**src/gsa_pkg.sv**
```systemverilog
// types, codes and sizes of the generational slot allocator
// no dependencies
package gsa_pkg;

  localparam int SlotDepth       = 256;
  localparam int IdxW            = 8;
  localparam int GenW            = 8;
  localparam int ShapeW          = 2;
  localparam int LayerW          = 32;
  localparam int KindW           = 3;
  localparam int CntW            = 8;
  localparam int HwW             = 9;
  localparam int DefMaxSlotIndex = 255;
  localparam int GroupSize       = 16;
  localparam int NumGroups       = SlotDepth / GroupSize;
  localparam int BitIdxW         = $clog2(GroupSize);
  localparam int GrpIdxW         = $clog2(NumGroups);

  localparam logic [KindW-1:0] KIND_ACQUIRE   = 3'd0;
  localparam logic [KindW-1:0] KIND_RELEASE   = 3'd1;
  localparam logic [KindW-1:0] KIND_CHECK     = 3'd2;
  localparam logic [KindW-1:0] KIND_SET_LAYER = 3'd3;
  localparam logic [KindW-1:0] KIND_CLEAR     = 3'd4;

  localparam logic [ShapeW-1:0] SHAPE_NONE   = 2'd0;
  localparam logic [ShapeW-1:0] SHAPE_BOX    = 2'd1;
  localparam logic [ShapeW-1:0] SHAPE_SPHERE = 2'd2;

  typedef enum logic [2:0] {
    OP_ACQUIRE,
    OP_RELEASE,
    OP_CHECK,
    OP_SET_LAYER,
    OP_CLEAR,
    OP_REJECT,
    OP_NOP
  } op_e;

  typedef struct packed {
    logic [KindW-1:0]  kind;
    logic [IdxW-1:0]   handle_index;
    logic [GenW-1:0]   handle_generation;
    logic [ShapeW-1:0] shape_kind;
    logic [LayerW-1:0] layer_bits;
  } req_t;

  typedef struct packed {
    logic              ok;
    logic [IdxW-1:0]   slot_index;
    logic [GenW-1:0]   slot_generation;
    logic [LayerW-1:0] slot_layer;
    logic [ShapeW-1:0] slot_shape;
    logic [CntW-1:0]   live_count;
  } rsp_t;

  typedef struct packed {
    op_e  op;
    logic handle_ok;
    req_t req;
  } item_t;

  typedef struct packed {
    logic [GenW-1:0]   gen;
    logic [ShapeW-1:0] shape;
    logic [LayerW-1:0] layer;
  } entry_t;

endpackage

```
**src/gsa_front.sv**
```systemverilog
// front end: classifies incoming transactions and queues them for the back end
// depends on gsa_pkg
module gsa_front (
  input  logic          clk_i,
  input  logic          rst_ni,
  input  logic          push,
  output logic          full,
  input  gsa_pkg::req_t req_i,
  output logic          item_valid_o,
  input  logic          item_pop_i,
  output gsa_pkg::item_t item_o
);

  gsa_pkg::item_t fifo_q [2];
  gsa_pkg::item_t item_in;
  logic           wr_ptr_q, rd_ptr_q;
  logic [1:0]     cnt_q;
  logic           push_ok, pop_ok;

  always_comb begin
    item_in           = '0;
    item_in.req       = req_i;
    item_in.handle_ok = (req_i.handle_index != '0) && (req_i.handle_generation != '0);
    unique case (req_i.kind)
      gsa_pkg::KIND_ACQUIRE: begin
        if (req_i.shape_kind == gsa_pkg::SHAPE_BOX || req_i.shape_kind == gsa_pkg::SHAPE_SPHERE) begin
          item_in.op = gsa_pkg::OP_ACQUIRE;
        end else begin
          item_in.op = gsa_pkg::OP_REJECT;
        end
      end
      gsa_pkg::KIND_RELEASE:   item_in.op = gsa_pkg::OP_RELEASE;
      gsa_pkg::KIND_CHECK:     item_in.op = gsa_pkg::OP_CHECK;
      gsa_pkg::KIND_SET_LAYER: item_in.op = gsa_pkg::OP_SET_LAYER;
      gsa_pkg::KIND_CLEAR:     item_in.op = gsa_pkg::OP_CLEAR;
      default:                 item_in.op = gsa_pkg::OP_NOP;
    endcase
  end

  assign full         = (cnt_q == 2'd2);
  assign item_valid_o = (cnt_q != 2'd0);
  assign item_o       = fifo_q[rd_ptr_q];
  assign push_ok      = push && !full;
  assign pop_ok       = item_pop_i && item_valid_o;

  always_ff @(posedge clk_i) begin
    if (push_ok) begin
      fifo_q[wr_ptr_q] <= item_in;
    end
  end

  always_ff @(posedge clk_i or negedge rst_ni) begin
    if (!rst_ni) begin
      wr_ptr_q <= 1'b0;
      rd_ptr_q <= 1'b0;
      cnt_q    <= 2'd0;
    end else begin
      if (push_ok) begin
        wr_ptr_q <= ~wr_ptr_q;
      end
      if (pop_ok) begin
        rd_ptr_q <= ~rd_ptr_q;
      end
      if (push_ok && !pop_ok) begin
        cnt_q <= cnt_q + 2'd1;
      end else if (pop_ok && !push_ok) begin
        cnt_q <= cnt_q - 2'd1;
      end
    end
  end

endmodule

```
**config.mk**
```make
export PLATFORM = sky130hd
export DESIGN_NAME = gsa_front
export DESIGN_NICKNAME = d
export VERILOG_FILES = /design/src/gsa_pkg.sv /design/src/gsa_front.sv
export SDC_FILE = /design/constraint.sdc
export NUM_CORES = 1
export LEC_CHECK = 0
export BUFFER_PORTS_ARGS = -buffer_cell sky130_fd_sc_hd__buf_4
export CAP_MARGIN = 20
export CORE_ASPECT_RATIO = 0.5
export CORE_MARGIN = 3
export CORE_UTILIZATION = 42
export DETAILED_ROUTE_END_ITERATION = 6
export GPL_TIMING_DRIVEN = 0
export PLACE_DENSITY_LB_ADDON = 0.2
export SLEW_MARGIN = 20
export SYNTH_ARGS = -nofsm -noshare
export SYNTH_HDL_FRONTEND = slang
export SYNTH_SLANG_ARGS = --single-unit
```
**constraint.sdc**
```tcl
create_clock -name clk_i -period 6.05 [get_ports clk_i]
set_clock_uncertainty 0.2 [all_clocks]
set_input_delay 0.3025 -clock clk_i [delete_from_list [all_inputs] [get_ports clk_i]]
set_output_delay 0.3025 -clock clk_i [all_outputs]
set_load 0.1 [all_outputs]
```
==> impl_metrics.toml, run 1 <==
[run_status]
status = "completed"

[clock_tree]
cts-resized-gates = 0
clk_path_buf_depth = 2
cts_tree = "done"
cts_root_buf = "clkbuf_16"
cts_made_buffers = 17
clock_sinks = 118
clkTransAtPathRegs_ns = 0.05
ctsHoldBuffers = 54
cts_setup_buffers = 0
htreeDepth = 4
clk_latency_ns = 0.39

[floorplan]
die_area_sq_um = 11970
dieHeight_um = 78.88
fp.dieW_um = 151.8
fp-row-count = 25
io_pins = 116
start_util = 0.4514
coreArea_sq_um = 9884

[synthesis]
syn_nets = 266
ys_seq_area_frac = 0.7897
synthFlopType = "edfxtp_1"
avgSynthCellArea_sq_um = 21.45
synthMuxAreaShare = 0.1607
async_reset_ff_frac = 0.03390
synth_area_sq_um = 4462
synth_simple_gate_area_share = 0.01542
synthXorXnorAreaFrac = 0.01178
synth_enable_flop_cells = 114
synthAdderAreaFrac = 0.002804
synth-compound-area-share = 0.006169
synth_top_family_by_area = "multiplexers"
netlist_top_cells_area = "edfxtp_1 77%, mux2_2 9.3%, mux2_4 6.7%, dfrtp_1 2.2%, buf_6 0.76%"
netlist-cell-type-count = 21
synth_top_area_share = 0.7672
yosys_register_bits = 118
synthCells = 208
synth_top_area_cell = "edfxtp_1"
synth_warnings = 0

[sta]
max_freq_mhz = 451.4
worst_pin_slew_ns = 0.6475
fin_crit_sh = 0.3662
finalHoldViolations = 0
fin_tns_setup_ns = 0
finalSetupViolCount = 0
maxSlewHeadroom = 0.5673
period_needed_ns = 2.215
slew_violations = 0
rsz0062_at_grt = "no"

[detailed_routing]
dr.pass1.iters = 4
antenna_left = 0
dr_total_vias = 2552
drcViolationCount = 0
routed_wl_um = 8764
wl_per_cell_um = 16.02
drtIter0Drc = 92
vias_per_cell = 4.665

[worst_setup_path]
cp_cell_sequence = "buf_6, buf_6, mux2_4, buf_4"
critPathKind = "reg -> out"
cp-end-kind = "output pin"
cp_max_fo = 10
cp_data_required_time_ns = 5.55
slowest_stage = "dfrtp_1"
path_common_cell = "buf_6"
cp.arrival_ns = 1.71
cp_slowest_stage_delay_ns = 0.39
start_kind = "register"

[placed_design]
dpl.hpwl_um = 5702
portBuffers = 115
gp_congestion = 0.6753

[finish]
final_common_cell = "buf_4"
nFillCells = 673
syn_to_final_growth_pct = 50.42
final_cell_mix = "115 x buf_4, 114 x edfxtp_1, 54 x dlygate4sd3_1, 37 x mux2_2, 20 x mux2_4"
layout.nets = 457
layout-drive-gt1-share = 0.5121
n_antenna_cell = 0

[grt]
track_usage = 0.1541
grt_pass1_wl_um = 13850
antenna_found_initial = 0
grt_pass1_vias = 2796
gr-total-overflow = 0
grt_max_degree = 35

[min_path]
min_path_type = "in -> reg"

[run]
drv_cap = 0
==> final cells by class <==
cell class,count,area (sq um),share of cell area
flip-flops and latches,118,3523,0.5250
inverters,3,11.26,0.001678
repair buffers,172,1479,0.2204
clock buffers,18,429.2,0.06394
well taps,135,168.9,0.02517
clock inverters,14,160.2,0.02386
multi-input cells,81,890.9,0.1327
plain buffers,6,48.80,0.007271
==> registers in the layout, summed over array words and instances (netlist names) <==
signal	cells
fifo_q	114
rd_ptr_q	1
cnt_q	2
wr_ptr_q	1
==> per-layer routing <==
| metal | track usage | part of all wire | wire length (um) |
|---|---|---|---|
| met1 | 0.1753 | 0.42 | 3649 |
| met2 | 0.2735 | 0.53 | 4636 |
| met3 | 0.04732 | 0.044 | 388 |
| met4 | 0.06093 | 0.010 | 89 |
| met5 | 0 | 0 | 0 |
==> synthesized netlist by cell type (all sizes together) (2+ instances only) <==
library cell,count
or4,2
inv,3
nor2,4
xor2,3
dfrtp,4
mux2,57
edfxtp,114
buf,6
nor4,2
nand2,2
xnor2,3
==> logic make-up after synthesis <==
kind of cell	count (synthesis)
adder cells (fa/ha/maj)	1
XOR/XNOR	6
AND/OR/NAND/NOR	13
multiplexers	57
AO/OA/AOI/OAI	4
flip-flops	118
buffers and inverters	9
==> metrics by stage <==
stage	instance area (sq um)	utilization	instances	hold WS (ns)	worst slack, ns
after floorplan	4462	-	208	-0.1931	2.368
after global placement	5494	0.5558	458	-0.1019	1.154
after detailed placement	5582	0.5647	461	-0.09969	4.041
after CTS	6711	0.6790	547	0.02278	3.801
after global routing	6711	0.6790	547	0.04229	3.768
final	6711	0.6790	547	0.03479	3.835
==> worst paths after layout <==
path | start | end | depth (start not counted) | slack, ns
setup / recovery | rd_ptr_q | item_o[40] | 4 | 3.83
hold / removal | item_pop_i | rd_ptr_q | 3 | 0.03
setup reg to reg | cnt_q[0] | fifo_q[0][18] | 4 | 4.05
hold reg to reg | cnt_q[1] | cnt_q[1] | 1 | 0.30
max in group asynchronous | rst_ni | rd_ptr_q | 2 | 5.50
min in group asynchronous | rst_ni | cnt_q[1] | 2 | 0.05
==> worst max-delay path: cells and delay by family, from the launching register on <==
family	cells	cell delay, ns
buffers and inverters	3	0.61
DFF	1	0.39
muxes	1	0.32
Power of run 1 is not shown: default switching activity piles up to over one toggle a cycle in this logic, so the estimate is an artifact.
==> inputs of run 2 (changes only) <==
Clock period 6.05 ns to 2.2 ns, I/O delays scaled along.
==> run 2 against run 1 <==
Compared with the run above:
- largest cell class unchanged
- setup slack lost 3.7 ns
- global-route usage grew 0.19 points
- critical endpoint is now item_o[34]
- first-iteration DRC count shrank 5.4%
- sequential share of layout area shrank 0.61 points
- hold slack gained 0.21 ns
- flip-flop and latch count is the same
- die area is the same
- cell count grew 0.91%
- critical path depth is the same
- non-clock buffer count grew 5
- register-to-register slack lost 3.8 ns
==> impl_metrics.toml, run 2 (synthesized netlist as in run 1, its figures left out) <==
[finish]
final_cell_mix = "118 x buf_4, 114 x edfxtp_1, 57 x dlygate4sd3_1, 37 x mux2_2, 20 x mux2_4"
final_common_cell = "buf_4"
syn_to_final_growth_pct = 52.19
layout.nets = 462
largest_reg_flops = 114
largest_register = "fifo_q"
fin_cells = 552
n_antenna_cell = 0
reg_top3 = "fifo_q x114, cnt_q x2"
fin_area_sq_um = 6790
layout-drive-gt1-share = 0.5156

[worst_setup_path]
start_kind = "register"
worstReg2RegEnd = "fifo_q[1][41]"
cp_data_required_time_ns = 1.89
worstSetupEndpoint = "item_o[34]"
critPathKind = "reg -> out"
reg2reg_depth = 2
reg2reg_slack_ns = 0.30
cp-end-kind = "output pin"
cp_max_fo = 10
crit-reg2reg-launch = "cnt_q[0]"
cp.arrival_ns = 1.71
timing.critical_path.from = "rd_ptr_q"

[floorplan]
die_area_sq_um = 11970
start_util = 0.4514
dieHeight_um = 78.88
coreArea_sq_um = 9884
fp-row-count = 25
io_pins = 116
fp.dieW_um = 151.8

[detailed_routing]
routed_wl_um = 8779
dr.pass1.iters = 4
drtIter0Drc = 87
wl_per_cell_um = 15.90
vias_per_cell = 4.605
drcViolationCount = 0
antenna_left = 0
dr_total_vias = 2542

[grt]
antenna_found_initial = 0
track_usage = 0.1560
grt_pass1_vias = 2884
grt_max_degree = 58
gr-total-overflow = 0
grt_pass1_wl_um = 13970

[sta]
maxSlewHeadroom = 0.4695
max_freq_mhz = 494.1
period_needed_ns = 2.024
finalHoldViolations = 0
fin_tns_setup_ns = 0
fin_crit_sh = 0.9199
slew_violations = 0
worst_pin_slew_ns = 0.7958
finalSetupViolCount = 0
rsz0062_at_grt = "no"
whs_ns = 0.2407

[clock_tree]
clk_path_buf_depth = 2
clk_latency_ns = 0.39
cts_made_buffers = 17
clock_sinks = 118
clkTransAtPathRegs_ns = 0.05
htreeDepth = 4
cts-resized-gates = 0
cts_tree = "done"
cts_root_buf = "clkbuf_16"

[placed_design]
place_area_sq_um = 5562
gp_congestion = 0.6699
placed_cells = 460
dpl.hpwl_um = 5579
portBuffers = 115

[run]
drv_cap = 0

[run_status]
status = "completed"

[min_path]
min_path_type = "in -> reg"
## run 2: cell type report
cell class	count	area (sq um)
flip-flops and latches	118	3523
fillers	674	3094
repair buffers	177	1511
multi-input cells	81	890.9
clock buffers	17	425.4
clock inverters	15	210.2
well taps	135	168.9
plain buffers	6	48.80
inverters	3	11.26
## run 2: per-stage QoR
stage	worst slack, ns	utilization
finish	0.1763	0.6870
global route	0.08090	0.6870
CTS	0.08844	0.6847
detailed placement	0.09014	0.5627
global placement	-0.3795	0.5567
floorplan	0.08824	-
## run 2: timing repair
| item | 4_1_cts | 5_1_grt |
|---|---|---|
| hold endpoints to repair | 121 | 0 |
| hold buffers | 57 | 0 |
| endpoints found under the setup margin | 0 | 24 |
| buffers inserted | 0 | 3 |
## run 2: worst min-delay path by stage
stage               startpoint             to  cells past startpoint
global route         req_i[21]  fifo_q[0][21]                      2
floorplan               rst_ni       cnt_q[0]                      0
detailed placement      rst_ni       wr_ptr_q                      1
CTS                  req_i[14]  fifo_q[0][14]                      2
global placement        rst_ni       wr_ptr_q                      1
finish               req_i[16]  fifo_q[1][16]                      2
## run 2: worst max-delay path, cell delays in order, from the launching register on
cell and delay [ns]:
dfrtp_1 0.39, buf_6 0.18, buf_6 0.19, mux2_4 0.32
buf_4 0.23
## run 2: metal layers
metal / vias up / share of wire / track usage
li1: 1214 / - / -
met1: 1257 / 0.40 / 0.1722
met2: 62 / 0.55 / 0.2894
met3: 9 / 0.041 / 0.03934
met4: 0 / 0.010 / 0.06183
met5: - / 0 / 0
Power of run 2 is left out for the same reason.
==> inputs of run 3 (changes only) <==
Settings changed: BUFFER_PORTS_ARGS -buffer_cell sky130_fd_sc_hd__buf_4 to not set, DONT_BUFFER_PORTS set to 1.
==> run 3 against run 2 <==
Compared with the run above:
- design area fell by 13%
- hold slack lost 0.086 ns
- via count fell by 17%
- flip-flop and latch count is the same
- die area stayed put
- core utilization is 8.8 points lower
- global-route usage decreased by 1.9 points
- setup slack improved by 0.0091 ns
- fmax is 0.45% higher
- first-iteration DRC count shrank 20%
- critical path depth is 2 higher
- register-to-register slack worse by 0.11 ns
==> impl_metrics.toml, run 3 (synthesized netlist as in run 1, its figures left out) <==
[floorplan]
coreArea_sq_um = 9884
start_util = 0.4514
die_area_sq_um = 11970
dieHeight_um = 78.88
fp.dieW_um = 151.8
io_pins = 116
fp-row-count = 25

[run_status]
status = "completed"

[detailed_routing]
drcViolationCount = 0
routed_wl_um = 7807
drtIter0Drc = 70
antenna_left = 0
dr.pass1.iters = 4
dr_total_vias = 2112
wl_per_cell_um = 17.91
vias_per_cell = 4.844

[grt]
grtUsageMet1 = 0.1436
grt_pass1_wl_um = 11970
gr-total-overflow = 0
antenna_found_initial = 0
grt_max_degree = 58
grtUsageMet2 = 0.2451
top_usage_layer = "met2"
grt_pass1_vias = 2327
grtUsageMet3 = 0.04732
track_usage = 0.1373

[clock_tree]
clock_sinks = 118
htreeDepth = 4
cts_made_buffers = 17
clk_path_buf_depth = 2
cts_tree = "done"
cts_root_buf = "clkbuf_16"
cts-resized-gates = 0
clk_latency_ns = 0.39
clkTransAtPathRegs_ns = 0.05

[sta]
finalSetupViolCount = 0
worst_pin_slew_ns = 0.8231
finalHoldViolations = 0
period_needed_ns = 2.015
fin_tns_setup_ns = 0
fin_crit_sh = 0.9157
maxSlewHeadroom = 0.4507
max_freq_mhz = 496.4
slew_violations = 0
rsz0062_at_grt = "no"

[worst_setup_path]
path_common_cell = "xor2_1"
start_kind = "register"
cp_max_fo = 4
crit-reg2reg-launch = "cnt_q[0]"
cp.arrival_ns = 2.08
cp_data_required_time_ns = 2.27
slowest_stage = "or2_2"
critPathKind = "reg -> reg"
crit_family = "simple AND/OR/NAND/NOR gates"
cp_num_buf_inv = 0
worstReg2RegEnd = "cnt_q[1]"
cp_cell_sequence = "or2_2, nand2_1, ha_1, xor2_1, nor2_1, xor2_1"
reg2reg_slack_ns = 0.19
timing.critical_path.from = "cnt_q[0]"
cp_slowest_stage_delay_ns = 0.55
cp-end-kind = "register"
reg2reg_depth = 6

[placed_design]
place_area_sq_um = 4691
portBuffers = 0
gp_congestion = 0.6643
dpl.hpwl_um = 5060

[finish]
final_cell_mix = "114 x edfxtp_1, 57 x dlygate4sd3_1, 37 x mux2_2, 20 x mux2_4, 17 x clkbuf_16"
fin_util = 0.5989
largest_register = "fifo_q"
fin_area_sq_um = 5919
n_antenna_cell = 0
syn_to_final_growth_pct = 32.67
nFillCells = 721
final_common_cell = "edfxtp_1"
reg_top3 = "fifo_q x114, cnt_q x2"
layout-drive-gt1-share = 0.3189
layout.nets = 346
largest_reg_flops = 114

[min_path]
whs_endpoint = "fifo_q[1][9]"
holdPathStages = 1
min_path_type = "in -> reg"
hold_start = "push"

[run]
drv_cap = 0
==> run 3: final cells by class <==
| class | count | area (sq um) | share of cell area |
|---|---|---|---|
| flip-flops and latches | 118 | 3523 | 0.5952 |
| multi-input cells | 81 | 890.9 | 0.1505 |
| repair buffers | 61 | 633.1 | 0.1070 |
| clock buffers | 20 | 436.7 | 0.07377 |
| clock inverters | 12 | 206.4 | 0.03488 |
| well taps | 135 | 168.9 | 0.02854 |
| plain buffers | 6 | 48.80 | 0.008243 |
| inverters | 3 | 11.26 | 0.001902 |
==> run 3: worst max-delay path by stage <==
stage | endpoint | slack [ns] | cells after the start
final | cnt_q[1] | 0.19 | 6
after global routing | cnt_q[1] | 0.07 | 6
after detailed placement | fifo_q[0][29] | 0.1 | 5
after global placement | fifo_q[0][29] | -0.38 | 3
after CTS | fifo_q[0][23] | 0.09 | 5
after floorplan | fifo_q[0][0] | 0.09 | 3
==> run 3: routing by layer <==
layer / share of wire / wire (um) / up-vias
met5: 0 / 0 / -
met2: 0.54 / 4250 / 62
li1: - / - / 982
met3: 0.057 / 446 / 10
met4: 0.014 / 108 / 0
met1: 0.38 / 3002 / 1058
==> run 3: through the flow <==
| step | instances | setup WS, ns | hold WS [ns] |
|---|---|---|---|
| floorplan | 208 | 0.08824 | -0.3856 |
| detailed placement | 345 | 0.09681 | -0.3855 |
| CTS | 434 | 0.09178 | 0.1414 |
| finish | 436 | 0.1854 | 0.1549 |
| global placement | 343 | -0.3807 | -0.3854 |
| global route | 436 | 0.07157 | 0.1539 |
==> run 3: worst register-to-register path: stages (launching register included) <==
cell and delay, ns:
dfrtp_1 0.41, or2_2 0.55, nand2_1 0.21, ha_1 0.18, xor2_1 0.15, nor2_1 0.06, xor2_1 0.14
==> run 3: timing repair <==
item,CTS,global route
hold endpoints to repair,135,0
hold buffers,57,0
setup endpoints to repair,0,25
setup buffers,0,2
Power of run 3 is left out for the same reason.
